===== src/hw/rtl/i2e_pkg.sv =====
// Shared types and constants for the integer to English words unit.
`default_nettype none

package i2e_pkg;

  localparam int VALUE_W = 31;
  localparam int CODE_W  = 5;
  localparam int DIGITS  = 10;
  localparam int BCD_W   = 4 * DIGITS;
  // Two binary bits enter the BCD register per conversion step.
  localparam int BIN_W      = 32;
  localparam int CONV_STEPS = BIN_W / 2;
  localparam int CNT_W      = $clog2(CONV_STEPS);

  localparam logic [CODE_W-1:0] WORD_ZERO     = 5'd0;
  localparam logic [CODE_W-1:0] WORD_TEN      = 5'd10;
  localparam logic [CODE_W-1:0] WORD_TENS_OFS = 5'd18;
  localparam logic [CODE_W-1:0] WORD_HUNDRED  = 5'd28;
  localparam logic [CODE_W-1:0] WORD_THOUSAND = 5'd29;
  localparam logic [CODE_W-1:0] WORD_MILLION  = 5'd30;
  localparam logic [CODE_W-1:0] WORD_BILLION  = 5'd31;

  localparam logic [1:0] GRP_BILLION  = 2'd0;
  localparam logic [1:0] GRP_MILLION  = 2'd1;
  localparam logic [1:0] GRP_THOUSAND = 2'd2;
  localparam logic [1:0] GRP_UNITS    = 2'd3;

  typedef enum logic [2:0] {
    PH_HUND  = 3'd0,
    PH_HWORD = 3'd1,
    PH_REST  = 3'd2,
    PH_ONES  = 3'd3,
    PH_SCALE = 3'd4
  } phase_t;

  typedef struct packed {
    logic       load;
    logic       shift;
    logic       walk;
    logic       flush;
    logic [1:0] grp;
    phase_t     ph;
  } i2e_cmd_t;

  typedef struct packed {
    logic stall;
    logic out_free;
  } i2e_sts_t;

endpackage

`default_nettype wire


===== src/hw/rtl/i2e_ctrl.sv =====
// Controller state machine: conversion steps, group and phase walk, final flush.
`default_nettype none

module i2e_ctrl
  import i2e_pkg::*;
(
  input  wire logic     clk,
  input  wire logic     rst,
  input  wire logic     in_valid,
  output logic          in_ready,
  input  wire i2e_sts_t sts,
  output i2e_cmd_t      cmd
);

  typedef enum logic [3:0] {
    ST_IDLE  = 4'b0001,
    ST_CONV  = 4'b0010,
    ST_WALK  = 4'b0100,
    ST_FLUSH = 4'b1000
  } state_t;

  state_t           state, state_next;
  logic [CNT_W-1:0] cnt, cnt_next;
  logic [1:0]       grp, grp_next;
  phase_t           ph, ph_next;

  always_comb begin
    state_next = state;
    cnt_next   = cnt;
    grp_next   = grp;
    ph_next    = ph;
    cmd        = '0;
    cmd.grp    = grp;
    cmd.ph     = ph;
    in_ready   = 1'b0;
    unique case (state)
      ST_IDLE: begin
        // Nothing is taken in while reset is held.
        in_ready = !rst;
        if (in_valid && !rst) begin
          cmd.load   = 1'b1;
          cnt_next   = '0;
          state_next = ST_CONV;
        end
      end
      ST_CONV: begin
        cmd.shift = 1'b1;
        cnt_next  = cnt + 1'b1;
        if (cnt == CNT_W'(CONV_STEPS - 1)) begin
          grp_next   = GRP_BILLION;
          ph_next    = PH_HUND;
          state_next = ST_WALK;
        end
      end
      ST_WALK: begin
        cmd.walk = 1'b1;
        if (!sts.stall) begin
          unique case (ph)
            PH_HUND:  ph_next = PH_HWORD;
            PH_HWORD: ph_next = PH_REST;
            PH_REST:  ph_next = PH_ONES;
            PH_ONES:  ph_next = PH_SCALE;
            default: begin
              ph_next = PH_HUND;
              if (grp == GRP_UNITS) begin
                state_next = ST_FLUSH;
              end else begin
                grp_next = grp + 1'b1;
              end
            end
          endcase
        end
      end
      ST_FLUSH: begin
        cmd.flush = 1'b1;
        if (sts.out_free) begin
          state_next = ST_IDLE;
        end
      end
      default: state_next = ST_IDLE;
    endcase
  end

  always_ff @(posedge clk) begin
    if (rst) begin
      state <= ST_IDLE;
      cnt   <= '0;
      grp   <= GRP_BILLION;
      ph    <= PH_HUND;
    end else begin
      state <= state_next;
      cnt   <= cnt_next;
      grp   <= grp_next;
      ph    <= ph_next;
    end
  end

endmodule

`default_nettype wire


===== src/hw/rtl/i2e_datapath.sv =====
// Datapath: binary to BCD shift register, word selection, pending word and output register.
`default_nettype none

module i2e_datapath
  import i2e_pkg::*;
(
  input  wire logic               clk,
  input  wire logic               rst,
  input  wire logic [VALUE_W-1:0] value,
  input  wire i2e_cmd_t           cmd,
  output i2e_sts_t                sts,
  output logic                    out_valid,
  input  wire logic               out_ready,
  output logic [CODE_W-1:0]       out_code,
  output logic                    out_last
);

  logic [BIN_W-1:0]  bin;
  logic [BCD_W-1:0]  bcd;
  logic              pend_valid;
  logic [CODE_W-1:0] pend_code;

  logic [3:0]        dig_h, dig_t, dig_o;
  logic              tok_hit;
  logic [CODE_W-1:0] tok_code;
  logic              out_free;
  logic              walk_go;

  // One double-dabble step: digits of five or more get three added, then a bit shifts in.
  function automatic logic [BCD_W-1:0] dd_step(input logic [BCD_W-1:0] b,
                                               input logic bit_in);
    logic [BCD_W-1:0] adj;
    adj = b;
    for (int d = 0; d < DIGITS; d++) begin
      if (b[4*d +: 4] >= 4'd5) begin
        adj[4*d +: 4] = b[4*d +: 4] + 4'd3;
      end
    end
    return {adj[BCD_W-2:0], bit_in};
  endfunction

  always_comb begin
    unique case (cmd.grp)
      GRP_BILLION: begin
        dig_h = 4'd0;
        dig_t = 4'd0;
        dig_o = bcd[39:36];
      end
      GRP_MILLION: begin
        dig_h = bcd[35:32];
        dig_t = bcd[31:28];
        dig_o = bcd[27:24];
      end
      GRP_THOUSAND: begin
        dig_h = bcd[23:20];
        dig_t = bcd[19:16];
        dig_o = bcd[15:12];
      end
      default: begin
        dig_h = bcd[11:8];
        dig_t = bcd[7:4];
        dig_o = bcd[3:0];
      end
    endcase
  end

  always_comb begin
    tok_hit  = 1'b0;
    tok_code = WORD_ZERO;
    unique case (cmd.ph)
      PH_HUND: begin
        tok_hit  = (dig_h != 4'd0);
        tok_code = {1'b0, dig_h};
      end
      PH_HWORD: begin
        tok_hit  = (dig_h != 4'd0);
        tok_code = WORD_HUNDRED;
      end
      PH_REST: begin
        if (dig_t >= 4'd2) begin
          // Twenty and above start with a tens word, which also covers exactly twenty.
          tok_hit  = 1'b1;
          tok_code = WORD_TENS_OFS + {1'b0, dig_t};
        end else begin
          tok_hit  = (dig_t != 4'd0) || (dig_o != 4'd0);
          tok_code = dig_t[0] ? (WORD_TEN + {1'b0, dig_o}) : {1'b0, dig_o};
        end
      end
      PH_ONES: begin
        tok_hit  = (dig_t >= 4'd2) && (dig_o != 4'd0);
        tok_code = {1'b0, dig_o};
      end
      PH_SCALE: begin
        tok_hit = (cmd.grp != GRP_UNITS) &&
                  ((dig_h != 4'd0) || (dig_t != 4'd0) || (dig_o != 4'd0));
        unique case (cmd.grp)
          GRP_BILLION:  tok_code = WORD_BILLION;
          GRP_MILLION:  tok_code = WORD_MILLION;
          default:      tok_code = WORD_THOUSAND;
        endcase
      end
      default: begin
        tok_hit  = 1'b0;
        tok_code = WORD_ZERO;
      end
    endcase
  end

  assign out_free     = !out_valid || out_ready;
  // A word is held back one step so that the final one can be flagged at the flush.
  assign sts.stall    = tok_hit && pend_valid && !out_free;
  assign sts.out_free = out_free;
  assign walk_go      = cmd.walk && tok_hit && !sts.stall;

  always_ff @(posedge clk) begin
    if (cmd.load) begin
      bin <= {1'b0, value};
      bcd <= '0;
    end else if (cmd.shift) begin
      bin <= {bin[BIN_W-3:0], 2'b00};
      bcd <= dd_step(dd_step(bcd, bin[BIN_W-1]), bin[BIN_W-2]);
    end
  end

  always_ff @(posedge clk) begin
    if (rst) begin
      pend_valid <= 1'b0;
      out_valid  <= 1'b0;
    end else begin
      if (walk_go && pend_valid) begin
        out_valid <= 1'b1;
      end else if (cmd.flush && out_free) begin
        out_valid <= 1'b1;
      end else if (out_ready) begin
        out_valid <= 1'b0;
      end
      if (walk_go) begin
        pend_valid <= 1'b1;
      end else if (cmd.flush && out_free) begin
        pend_valid <= 1'b0;
      end
    end
  end

  always_ff @(posedge clk) begin
    if (walk_go) begin
      pend_code <= tok_code;
      if (pend_valid) begin
        out_code <= pend_code;
        out_last <= 1'b0;
      end
    end else if (cmd.flush && out_free) begin
      // With no word pending, the value was zero.
      out_code <= pend_valid ? pend_code : WORD_ZERO;
      out_last <= 1'b1;
    end
  end

endmodule

`default_nettype wire


===== src/hw/rtl/integer_to_english_words_unit.sv =====
// Top level of the integer to English words unit.
// Each value passes through an accept, 16 BCD conversion steps at two bits each,
// a 20-step walk over four groups of five phases and a final flush; a new value
// is taken only after the flush, and the walk and flush wait while the output is stalled.
// Words leave at most one a cycle.
// Reset (rst, synchronous) empties the output and pending word and returns to idle.
`default_nettype none

module integer_to_english_words_unit
  import i2e_pkg::*;
(
  input  wire logic        clk,
  input  wire logic        rst,
  input  wire logic        s_tvalid,
  output logic             s_tready,
  input  wire logic [31:0] s_tdata,   // [30:0] value, [31] zero fill
  output logic             m_tvalid,
  input  wire logic        m_tready,
  output logic [7:0]       m_tdata,   // [4:0] word_code, [7:5] zero fill
  output logic             m_tlast    // last_word
);

  i2e_cmd_t          cmd;
  i2e_sts_t          sts;
  logic [CODE_W-1:0] code;

  i2e_ctrl u_ctrl (
    .clk      (clk),
    .rst      (rst),
    .in_valid (s_tvalid),
    .in_ready (s_tready),
    .sts      (sts),
    .cmd      (cmd)
  );

  i2e_datapath u_datapath (
    .clk       (clk),
    .rst       (rst),
    .value     (s_tdata[VALUE_W-1:0]),
    .cmd       (cmd),
    .sts       (sts),
    .out_valid (m_tvalid),
    .out_ready (m_tready),
    .out_code  (code),
    .out_last  (m_tlast)
  );

  assign m_tdata = {3'b000, code};

endmodule

`default_nettype wire


===== config.mk =====
export PLATFORM = sky130hd
export DESIGN_NAME = integer_to_english_words_unit
export DESIGN_NICKNAME = d
export VERILOG_FILES = /design/src/hw/rtl/i2e_pkg.sv /design/src/hw/rtl/i2e_ctrl.sv /design/src/hw/rtl/i2e_datapath.sv /design/src/hw/rtl/integer_to_english_words_unit.sv
export SDC_FILE = /design/constraint.sdc
export NUM_CORES = 1
export LEC_CHECK = 0
export BUFFER_PORTS_ARGS = -buffer_cell sky130_fd_sc_hd__buf_2
export CAP_MARGIN = 20
export CORE_ASPECT_RATIO = 1.25
export CORE_UTILIZATION = 50
export CTS_BUF_LIST = sky130_fd_sc_hd__clkbuf_4 sky130_fd_sc_hd__clkbuf_8
export DETAILED_ROUTE_END_ITERATION = 8
export PLACE_DENSITY = 0.68
export SLEW_MARGIN = 20
export SYNTH_ARGS = -nofsm -noshare
export SYNTH_HDL_FRONTEND = slang
export SYNTH_SLANG_ARGS = --single-unit

===== constraint.sdc =====
create_clock -name clk -period 3.65 [get_ports clk]
set_clock_uncertainty 0.2 [all_clocks]
set_input_delay 0.73 -clock clk [delete_from_list [all_inputs] [get_ports clk]]
set_output_delay 0.73 -clock clk [all_outputs]
set_load 0.02 [all_outputs]

==> results of run 1 <==
## Yosys cell counts, drive strengths merged, types with 2 or more instances
library cell  count
inv              59
nor2b            12
and3              3
dfxtp            56
nand4             3
o21a             11
nand2b           15
a21oi            57
nor3              8
o31ai             3
mux2             48
o32ai             3
o22ai            39
a22oi             2
nand3             5
clkbuf           22
xnor2            22
a222oi            4
o31a              3
nand3b            2
ha               47
mux2i            15
and2              3
nor2             53
nand2            64
a211oi            2
o21ai            34
o311ai            2
nor3b            17
edfxtp           42
buf               7
a221oi            5
a31oi             4
nor4b             2
## worst reg2reg max path, stage by stage, from the launching register on
cell	delay, ps
sky130_fd_sc_hd__dfxtp_1	450
sky130_fd_sc_hd__ha_1	530
sky130_fd_sc_hd__a221oi_1	150
sky130_fd_sc_hd__o22a_1	280
sky130_fd_sc_hd__a311o_1	360
sky130_fd_sc_hd__a2111o_1	380
sky130_fd_sc_hd__nand2_1	130
sky130_fd_sc_hd__a21oi_1	100
sky130_fd_sc_hd__nor2_1	410
## flip-flops by register name, indices dropped and copies added, names as in the netlist, 2 cells and up
register	cells
u_ctrl.cnt	4
u_ctrl.grp	2
u_ctrl.ph	3
u_ctrl.state	4
u_datapath.bcd	40
u_datapath.bin	32
u_datapath.out_code	5
u_datapath.pend_code	5
## metal layers
layer | GRT usage, % | vias up | wire length (µm)
met1 | 24.8 | 2357 | 5600
met2 | 36.8 | 75 | 6590
met4 | 7.23 | 0 | 232
met5 | 0 | - | 0
met3 | 3.56 | 18 | 371
li1 | - | 2558 | -
## placed cells by master, fill, tap and decap left out, drive strengths merged, types with 5 or more instances in the layout
master,n
o22ai,39
buf,51
mux2i,15
o21a,11
nand2,64
a221oi,5
nor3b,17
nor3,8
nor2b,12
dfxtp,56
clkbuf,9
nand2b,15
a21oi,57
xnor2,22
o21ai,34
nand3,5
inv,62
mux2,48
edfxtp,42
nor2,53
ha,47
## power groups by stage
| stage | registers (mW) | clock network (mW) | logic (mW) |
|---|---|---|---|
| 2_1_floorplan | 1.56 | 0 | 1.73 |
| 3_3_place_gp | 1.65 | 0 | 1.96 |
| 3_5_place_dp | 1.66 | 0 | 2.08 |
| 4_1_cts | 1.63 | 0.789 | 2.09 |
| 5_1_grt | 1.67 | 0.826 | 2.37 |
| 6_report | 1.63 | 0.767 | 2.09 |
## per-stage QoR
stage | instance area [µm²] | hold slack, ps | instances
finish | 6870 | 253 | 898
detailed placement | 6650 | 238 | 882
CTS | 6870 | 263 | 898
global route | 6870 | 293 | 898
global placement | 6650 | 234 | 882
floorplan | 6280 | 218 | 696
## area by class of cell
| class | count | area [µm²] |
|---|---|---|
| clock buffers | 9 | 124 |
| clock inverters | 7 | 95.1 |
| fillers | 1110 | 5300 |
| inverters | 60 | 225 |
| multi-input cells | 509 | 3560 |
| flip-flops and latches | 98 | 2380 |
| well taps | 164 | 205 |
| repair buffers | 51 | 278 |
## kinds of logic (layout without fill, tap and decap cells)
logic type | count (synthesis) | count (layout) | share of synthesized area, %
xor gates and xnor gates | 23 | 23 | 3.21
AOI/OAI and AO/OA | 182 | 182 | 18.1
other | 1 | 3 | 0.0598
muxes | 63 | 63 | 11.0
adders and majority gates | 47 | 47 | 9.38
buffers and inverters | 89 | 127 | 5.57
DFF | 98 | 98 | 38.0
and+or+nand+nor | 191 | 191 | 14.6
## worst max-delay path by stage
stage                  start  slack (ps)  cells after the start                endpoint
2_1_floorplan  u_ctrl.grp[1]         840                     10  u_datapath.out_code[0]
3_3_place_gp   u_ctrl.grp[0]         450                      8  u_datapath.out_code[1]
3_5_place_dp   u_ctrl.grp[0]         360                      8  u_datapath.out_code[3]
4_1_cts        u_ctrl.grp[0]         330                      8  u_datapath.out_code[3]
5_1_grt        u_ctrl.grp[0]          70                      8  u_datapath.out_code[1]
6_report       u_ctrl.grp[0]         310                      8     u_datapath.out_last
==> results, run 1 <==
- The area growth from synthesis to final layout is 9.52%.
- STA classifies the critical path endpoint as a flop.
- 0 antenna diodes ended up in the layout.
- The fraction of final layout cells sized beyond drive strength 1 is 16.3%.
- The cell count after synthesis is 694.
- The remaining design rule violation count is 0.
- The largest net degree at the start of global routing is 81.
- The number of hold-slack violations in the final timing report is 0.
- The share of synthesized area occupied by flip-flops and latches is 38.0%.
- In this run the worst hold path is classified as reg2reg.
- The top fanout value on the critical path is 17.
- The number of max-capacitance violations reported is 0.
- The number of cells traversed by the worst hold path is 2.
- Power spread over the standard cell area amounts to 654 nW/µm².
- The core region is 12200 µm².
- The number of top-level design ports is 47.
- TritonCTS built the clock tree.
- The timing-limited maximum frequency is 0.299 GHz.
- The number of different library cells in the post-synthesis netlist is 58.
- Once routing completed, OpenROAD measured the worst setup slack at 309 ps.
- The first-pass GRT wire length is 21.4 mm.
- Dividing the detail-routed wire length by the instance count gives 14.2 µm.
- The type of origin of the critical path is a flop.
- The root buffer cell is sky130_fd_sc_hd__clkbuf_8.
- In the post-synthesis netlist, the biggest area contributors are sky130_fd_sc_hd__edfxtp_1 20%, sky130_fd_sc_hd__dfxtp_1 18%, sky130_fd_sc_hd__ha_1 9.4%.
- Summed over its instances, the top area cell type makes up 20.1% of the synthesized netlist area.
- The total via count in the routed design is 5008.
- The final RePlAce weighted congestion is 0.903.
- The number of global-route vias before repair came to 4776.
- The buffer and inverter count on the worst path is 0.
- The net total in the final layout is 812.
- The initialized floorplan defines 45 standard-cell rows.
- Detailed placement ended at an HPWL of 9.67 mm.
- The die boundary width is 102 µm.
- The startpoint identified for the worst hold timing path is u_datapath.bin[30].
- The largest stage delay on the critical path is 530 ps.
- Data arrives at the worst endpoint at 3170 ps.
- After layout, the design draws a total of 4.49 mW.
- Net switching is 40.7% of the power.
- The clock network accounts for 17.1% of the total power.
- The number of buffers inserted for hold repair after clock tree synthesis is 0.
- The terminating pin of the worst hold path is u_datapath.bcd[0].
- For the final routed database, the setup TNS stands at 0 ps.
- The die area is 13000 µm².
- The final critical delay including setup and external delays is 3340 ps.
- The synthesis warning total is 0.
- In this run, synthesis produced a sequential element count of 98.
- The buffer depth of the longest clock path is 2.
- The via density per instance is 5.58.
- The number of antenna-violating nets in the routed design is 0.
- For this run, the leading register cell type out of synthesis is sky130_fd_sc_hd__dfxtp_1.
- The critical path is of the reg2reg type.
- The worst register-to-register path ends at u_datapath.out_last.
- For this block, the routed nets add up to 12.8 mm of wire.
- After the first detailed-routing iteration, the DRC count stood at 227.
- The average instance area after synthesis is 9.03 µm².
- The depth of the worst register-to-register path is 8.
- The utilization after layout is 56.5%.
- Summed over all nets, the switching power comes to 1.83 mW.
- In this run the critical register-to-register path is launched from u_ctrl.grp[0].
- The final critical path takes up 91.5% of the cycle.
- After clock tree synthesis, the repair step resized 0 gates.
- Headroom to the max-slew limit came out at 47.4%.
- The H-tree generated during clock tree synthesis spans 3 levels.
- Summing every instance area after synthesis gives 6270 µm².
- The floorplan step set the die height to 127 µm.
- At the pin with the least slew margin, the transition time is 789 ps.
- The number of antenna violations at the first check in global routing is 0.
- The slack of the worst reg-to-reg path is 310 ps.
- The worst-path cell with the longest stage delay is sky130_fd_sc_hd__ha_1.
- The data required time of the worst path is 3470 ps.
- Yosys mapped a number of flops with a built-in enable equal to 42.
- The initial core utilization is 51.6%.
- The flow ran to the end, and the final reports show no timing, DRC or antenna violations.
- Across the VDD grid, the largest voltage drop is 0.312 mV.
- The combinational power share is 46.5%.
- Input and output buffers added on the ports amount to 42.
- The synthesized design spends more area on one cell type than any other, namely sky130_fd_sc_hd__edfxtp_1.
- The fraction of synthesis flops using an asynchronous set or reset pin is 0%.
- Setup repair after global routing left no endpoint under its margin.
- The portion of total power attributed to sequential cells is 36.4%.
- Setup violations remaining at the end of the flow were counted as 0.
- Before antenna repair, the detailed router went through 4 iterations.
- The static leakage is 2.73 nW.
- Before CTS, the worst setup slack after placement is 355 ps.
- The post-CTS setup-driven buffer insertion count is 0.
- The later pin in the worst-skew pair is clocked with a latency of 380 ps.
- The clock drives 98 sinks.
- The dominant delay contributor by cell family on the critical path is compound AO/OA/AOI/OAI gates.
- The TritonCTS buffer count is 9.
- Traced cell by cell, the critical path runs through ha_1 -> a221oi_1 -> o22a_1 -> a311o_1 -> a2111o_1 -> nand2_1 -> a21oi_1 -> nor2_1.
- After clock tree synthesis, the clock-pin slew on the worst setup and hold paths is 110 ps.
- For this run the aggregate overflow at the end of global routing stands at 0.
- Global routing consumed, over all layers together, 20.7% of the routing resources.
- Cell internal power was estimated by the tool at 2.66 mW.
- The max-slew violation count is 0.
No activity file was read; power rests on OpenSTA's default activity.
==> run 2, diff against run 1 <==
--- a/config.mk
+++ b/config.mk
@@ -7,11 +7,11 @@
 export LEC_CHECK = 0
 export BUFFER_PORTS_ARGS = -buffer_cell sky130_fd_sc_hd__buf_2
 export CAP_MARGIN = 20
-export CORE_ASPECT_RATIO = 1.25
 export CORE_UTILIZATION = 50
 export CTS_BUF_LIST = sky130_fd_sc_hd__clkbuf_4 sky130_fd_sc_hd__clkbuf_8
 export DETAILED_ROUTE_END_ITERATION = 8
 export PLACE_DENSITY = 0.68
+export SKIP_LAST_GASP = 1
 export SLEW_MARGIN = 20
 export SYNTH_ARGS = -nofsm -noshare
 export SYNTH_HDL_FRONTEND = slang
==> run 2 against run 1 <==
Global-route usage decreased by 0.70 points. Power decreased by 0.76%. Design area about the same. Register-to-register slack improved by 130 ps. Core utilization increased by 0.19 points. Clock power decreased by 3.1%. Combinational power about the same. First-iteration DRC count increased by 3.5%. Sequential cell count unchanged. Clock-buffer cell count unchanged. Critical path type unchanged. Largest cell class unchanged.
==> results, run 2 (synthesis results as in run 1) <==
- The run finished with clean final reports.
- The worst-case IR drop observed on VDD is 0.311 mV.
- Buffers inserted to repair hold after CTS numbered 0.
- Routability-driven placement finished with a final weighted congestion of 0.843.
- The clock reaches the later pin of the worst-skew pair after 360 ps.
- The die covers 13000 µm².
- The initial core utilization is 51.8%.
- Compared with the post-synthesis result, the final layout area differs by 9.44%.
- In this run, CTS created clock tree buffers numbering 9.
- The register with the most flip-flops in the final layout is u_datapath.bcd.
- Summing internal, switching and leakage power gives 4.46 mW.
- The number of antenna violations at the first check in global routing came to 0.
- In this run the worst path has a maximum fanout of 12.
- Clock tree synthesis found a total of 98 sinks.
- In the routed design, unresolved DRC markers number 0.
- The transition at the pin with the smallest max-transition slack is 535 ps.
- The kind of end point of the critical path is a flop.
- The worst path arrival time is 3030 ps.
- After the first detailed-routing iteration, the DRC count stood at 235.
- The register with the most flip-flops in the layout has 40 of them.
- Across every metal layer, demand over resource in global routing totals 20.0%.
- Combinational cells account for 46.5% of the total power.
- The library cell used most frequently in the layout, excluding fill and tap cells, is sky130_fd_sc_hd__nand2_1.
- Summed over all nets, the switching power comes to 1.79 mW.
- Across all layers, the routed design uses 5042 vias.
- The first global-routing pass estimated 21.0 mm of wire.
- The utilization after layout is 56.7%.
- In the layout the commonest cells are 64 x sky130_fd_sc_hd__nand2_1, 59 x sky130_fd_sc_hd__inv_1, 57 x sky130_fd_sc_hd__a21oi_1, 56 x sky130_fd_sc_hd__dfxtp_1, 53 x sky130_fd_sc_hd__nor2_1.
- Counting the fill cells in the layout gives 1115.
- For this block, the routed nets add up to 12.4 mm of wire.
- The portion of total power attributed to sequential cells is 36.8%.
- The CTS tree is built.
- The net total in the final layout is 810.
- The worst pin sits at a relative slew slack of 64.1%.
- The largest net degree at the start of global routing is 76.
- The class of the most critical hold timing path is reg2reg.
- The static leakage is 2.72 nW.
- The kind of critical path is reg2reg.
- The final critical delay including setup and external delays is 3220 ps.
- Summed over all nets, the half-perimeter wirelength after detailed placement is 9.33 mm.
- The max-slew violation count is 0.
- The number of setup buffers added after CTS is 0.
- The internal portion of total power is 2.66 mW.
- The buffer depth of the longest clock path is 2.
- The number of setup violations in the final report is 0.
- Dividing the detail-routed via count by the number of cells gives 5.60.
- Dividing the final minimum period by the clock period gives 88.1%.
- The count of nets left with antenna violations once routing finished came out at 0.
- Summed over all layers, the global routing overflow is 0.
- The number of iterations in the first detailed-routing pass is 6.
- The number of placed instances, taps included, is 884.
- The worst setup path is launched from a flop.
- The cell row count is 40.
- Based on the critical path, the design can be clocked at up to 0.311 GHz.
- The die is 114 µm tall.
- Registers take 2380 µm².
- The data required time of the worst path is 3460 ps.
- Setup repair after global routing left no endpoint under its margin.
- The number of global-route vias before repair is 4704.
- The number of hold-slack violations in the final timing report is 0.
- During I/O placement, the number of pins put on the boundary was 47.
- 0 antenna diodes ended up in the layout.
- The core area is 12100 µm².
- The fraction of final layout cells sized beyond drive strength 1 is 16.1%.
- In the final layout, the registers with the most flip-flops are u_datapath.bcd: 40 flops, u_datapath.bin: 32 flops.
- Measured along the x axis, the die boundary spans 114 µm.
- The depth of the CTS H-tree is 3.
- The quantity of I/O buffers inserted on ports is 42.
- The post-route setup TNS is 0 ps.
- The number of standard cells in the layout, taps in and fillers out is 900.
- The average routed wire per standard cell is 13.8 µm.
- Summing all multi-input logic gate instances after layout gives 3560 µm².
- Max-cap violations in this run came to 0.
- In this run the register-to-register setup slack is 430 ps.
- The switching share of power is 40.2%.
- After clock tree synthesis, the repair step resized 0 gates.
- The share of total power in the clock network is 16.7%.
- The worst hold margin is 266 ps.
- After clock tree synthesis, the clock-pin slew on the worst setup and hold paths is 100 ps.
- The power per cell area is 650 nW/µm².
- The tree is rooted in a sky130_fd_sc_hd__clkbuf_8.
-- run 2: routing by layer --
metal / wire length [µm] / GRT usage [%] / share of wire (%) / vias to the layer above
li1: - / - / - / 2550
met1: 5610 / 24.3 / 45 / 2368
met2: 6060 / 36.0 / 49 / 103
met3: 466 / 3.45 / 3.8 / 21
met4: 248 / 6.06 / 2.0 / 0
met5: 0 / 0 / 0 / -
-- run 2: critical path, cell delays in order (launching register included) --
cell	delay, ps
sky130_fd_sc_hd__dfxtp_1	380
sky130_fd_sc_hd__inv_1	100
sky130_fd_sc_hd__ha_1	400
sky130_fd_sc_hd__a221oi_1	180
sky130_fd_sc_hd__o22a_1	270
sky130_fd_sc_hd__a311o_1	350
sky130_fd_sc_hd__a2111o_1	390
sky130_fd_sc_hd__nand2_1	120
sky130_fd_sc_hd__a21oi_1	90
sky130_fd_sc_hd__nor2_1	390
-- run 2: area by class of cell --
class,instances,area share (%)
multi-input combinational,509,51.8
sequential,98,34.7
timing repair buffer,49,4.01
inverter,60,3.28
tap,168,3.06
clock buffer,9,1.81
clock inverter,7,1.28
-- run 2: path summary, 6_finish.rpt --
| kind | startpoint | depth (start not counted) | to |
|---|---|---|---|
| setup / recovery | u_ctrl.grp[0] | 9 | u_datapath.out_code[3] |
| hold / removal | u_datapath.bin[29] | 2 | u_datapath.bin[31] |
| setup reg to reg | u_ctrl.grp[0] | 9 | u_datapath.out_code[3] |
| hold reg to reg | u_datapath.bin[29] | 2 | u_datapath.bin[31] |
-- run 2: per-stage QoR --
stage                     setup WS (ps)  area [µm²]
final                               434        6860
after global placement              494        6650
after global routing                151        6860
after CTS                           424        6860
after detailed placement            428        6650
after floorplan                     842        6280
-- run 2: power groups by stage --
stage	clock [mW]	combinational, mW	sequential [mW]
floorplan	0	1.73	1.56
global placement	0	1.95	1.65
detailed placement	0	2.07	1.66
CTS	0.764	2.08	1.64
global route	0.805	2.36	1.68
finish	0.743	2.07	1.64
==> run 3, diff against run 2 <==
--- a/config.mk
+++ b/config.mk
@@ -10,6 +10,8 @@
 export CORE_UTILIZATION = 50
 export CTS_BUF_LIST = sky130_fd_sc_hd__clkbuf_4 sky130_fd_sc_hd__clkbuf_8
 export DETAILED_ROUTE_END_ITERATION = 8
+export GPL_ROUTABILITY_DRIVEN = 0
+export MAX_ROUTING_LAYER = met4
 export PLACE_DENSITY = 0.68
 export SKIP_LAST_GASP = 1
 export SLEW_MARGIN = 20
==> run 3 against run 2 <==
Global-route usage grew 0.75 points. Register-to-register slack lost 90 ps. Worst setup slack lost 92 ps. Wire length grew 1.7%. Via count shrank 1.3%. Maximum frequency shrank 2.8%.
==> results, run 3 (synthesis results as in run 1) <==
- Sequential cells burn 36.8% of the power.
- The worst vdd rail ir drop is 0.293 mV.
- During I/O placement, the number of pins put on the boundary was 47.
- By startpoint and endpoint, the worst setup path is classified as reg2reg.
- The die area is 13000 µm².
- The quantity of I/O buffers inserted on ports is 42.
- TritonCTS built the clock tree.
- Prior to clock tree synthesis, the placed netlist has a worst setup slack of 401 ps.
- The worst setup path is launched from a flop.
- Power spread over the standard cell area amounts to 649 nW/µm².
- The buffer depth of the longest clock path is 2.
- More flip-flops sit in one register than any other, and that register is u_datapath.bcd.
- Hold timing on the final database bottoms out at a slack of 255 ps.
- The tool flagged a number of max-cap violations equal to 0.
- The post-route setup TNS is 0 ps.
- The number of setup violations in the final report is 0.
- The root buffer cell chosen for the clock tree is sky130_fd_sc_hd__clkbuf_8.
- The flip-flop count of the largest register, all copies and words added is 40.
- The number of hold-slack violations in the final timing report is 0.
- The largest registers in the layout are u_datapath.bcd: 40 flops, u_datapath.bin: 32 flops.
- The setup check on the worst reg-to-reg path leaves a slack of 340 ps.
- The first-iteration detailed-routing DRC count is 282.
- The design draws 4.44 mW.
- The number of standard cells in the layout, taps in and fillers out is 901.
- The source of the worst hold timing path is u_datapath.bin[29].
- The initialized floorplan defines 40 standard-cell rows.
- The internal power of the cells totals 2.66 mW.
- The depth of the worst register-to-register path is 9.
- The max-slew violation count came to 0.
- The transition at the pin with the smallest max-transition slack is 788 ps.
- The area growth from synthesis to final layout is 9.28%.
- The average routed wire per standard cell is 14.0 µm.
- From bottom edge to top edge, the die measures 114 µm.
- The source of the worst register-to-register timing path is u_ctrl.grp[1].
- The combinational power share is 46.6%.
- Along the worst path, the maximum fanout reaches 13.
- The first-pass GRT wire length is 20.9 mm.
- The clock drives 98 sinks.
- The final critical delay including setup and external delays is 3310 ps.
- Setup repair after global routing left no endpoint under its margin.
- The switching share of power is 40.1%.
- The total global routing overflow is 0.
- The routed layout has 4974 vias.
- The static leakage is 2.72 nW.
- The path with the worst hold slack has its endpoint at u_datapath.bin[31].
- The floorplan step defined a core boundary enclosing 12100 µm².
- Counting instances, the worst hold path has a depth of 2.
- Post-CTS timing repair inserted 0 buffers for setup.
- In the post-route analysis, the smallest setup slack over all paths is 342 ps.
- Data on the critical path is required at its endpoint by 3460 ps.
- The H-tree generated during clock tree synthesis spans 3 levels.
- Clock latency on the worst-skew pair, taken at its later pin, is 370 ps.
- The largest net degree at the start of global routing is 81.
- Leaving out fill and tap cells, the most frequent cell in the layout is sky130_fd_sc_hd__nand2_1.
- The finished cells cover 6850 µm².
- The number of antenna-violating nets in the routed design is 0.
- The worst setup path is captured at a flop.
- In this run the horizontal extent of the chip is 114 µm.
- The run finished with clean final reports.
- The number of buffers inserted for hold repair after clock tree synthesis is 0.
- The number of antenna violations at the first check in global routing is 0.
- The placed instances occupy a cell area of 6650 µm².
- The count of placed standard cells including taps is 885.
- The min-delay analysis places its worst path in the category reg2reg.
- The net switching component of the power is 1.78 mW.
- The post-route netlist has 16.2% of its cells at a drive strength greater than 1.
- 0 antenna diodes ended up in the layout.
- The worst max-slew margin expressed relative to the limit is 47.5%.
- The final critical path takes up 90.6% of the cycle.
- The number of global-route vias before repair is 4596.
- In the layout the commonest cells are 64 x sky130_fd_sc_hd__nand2_1, 59 x sky130_fd_sc_hd__inv_1, 57 x sky130_fd_sc_hd__a21oi_1, 56 x sky130_fd_sc_hd__dfxtp_1, 53 x sky130_fd_sc_hd__nor2_1.
- Buffers inserted during clock tree synthesis total 9.
- The detailed placement HPWL is 9.38 mm.
- The share of total power in the clock network is 16.6%.
- The number of iterations in the first detailed-routing pass is 6.
- Cells fill 56.6% of the core in the end.
- In the routed design, unresolved DRC markers number 0.
- Global routing used 20.8% of the available tracks across all layers.
- Timing would allow up to 0.302 GHz.
- For this run, the post-layout net count is 811.
- Clock-pin slew was measured on the worst setup and hold paths at 100 ps.
- The total of cells resized after clock tree synthesis is 0.
- The initial core utilization is 51.8%.
- Data on the critical path arrives at its endpoint at 3120 ps.
- The worst register-to-register path ends at u_datapath.out_code[2].
- After detailed routing, the total wire length is 12.6 mm.
- The via density per instance is 5.52.
==> run 3: cell types whose count changed in the layout (fill, tap and decap cells not counted) <==
cell / delta
sky130_fd_sc_hd__inv_6: -3
sky130_fd_sc_hd__buf_4: +2
sky130_fd_sc_hd__clkinvlp_4: +1
sky130_fd_sc_hd__clkbuf_4: +1
sky130_fd_sc_hd__inv_8: -1
sky130_fd_sc_hd__buf_12: -1
sky130_fd_sc_hd__clkinv_4: +2
==> run 3: critical path: stages (launching register included) <==
cell and delay, ps:
sky130_fd_sc_hd__dfxtp_1 340, sky130_fd_sc_hd__inv_1 130, sky130_fd_sc_hd__ha_1 440, sky130_fd_sc_hd__a221oi_1 190, sky130_fd_sc_hd__o22a_1 260, sky130_fd_sc_hd__a311o_1 350, sky130_fd_sc_hd__a2111o_1 390, sky130_fd_sc_hd__nand2_1 120
sky130_fd_sc_hd__a21oi_1 100, sky130_fd_sc_hd__nor2_1 420
==> run 3: cell type report <==
type | instances | area (µm²)
Multi-Input combinational cell | 509 | 3560
Fill cell | 1110 | 5260
Timing Repair Buffer | 50 | 270
Clock buffer | 10 | 131
Inverter | 60 | 225
Sequential cell | 98 | 2380
Clock inverter | 6 | 75.1
Tap cell | 168 | 210
==> run 3: worst max path at each step <==
| stage | start | endpoint | slack (ps) |
|---|---|---|---|
| 2_1_floorplan | u_ctrl.grp[1] | u_datapath.out_code[0] | 840 |
| 3_3_place_gp | u_ctrl.grp[1] | u_datapath.out_code[1] | 500 |
| 3_5_place_dp | u_ctrl.grp[1] | u_datapath.out_code[2] | 400 |
| 4_1_cts | u_ctrl.grp[1] | u_datapath.out_code[2] | 380 |
| 5_1_grt | u_ctrl.grp[1] | u_datapath.out_code[2] | 160 |
| 6_report | u_ctrl.grp[1] | u_datapath.out_code[2] | 340 |
==> run 3: power groups by stage <==
stage	sequential (mW)	combinational (mW)	clock [mW]
global route	1.67	2.37	0.797
finish	1.64	2.07	0.736
detailed placement	1.66	2.07	0
global placement	1.65	1.96	0
CTS	1.64	2.09	0.760
floorplan	1.56	1.73	0
==> run 3: routing by layer <==
layer,share of wire (%),global-route usage (%),vias to the layer above
met5,0,-,-
met4,2.1,7.10,0
met3,3.3,3.83,22
met2,49,35.3,82
met1,46,24.6,2323
li1,-,-,2547
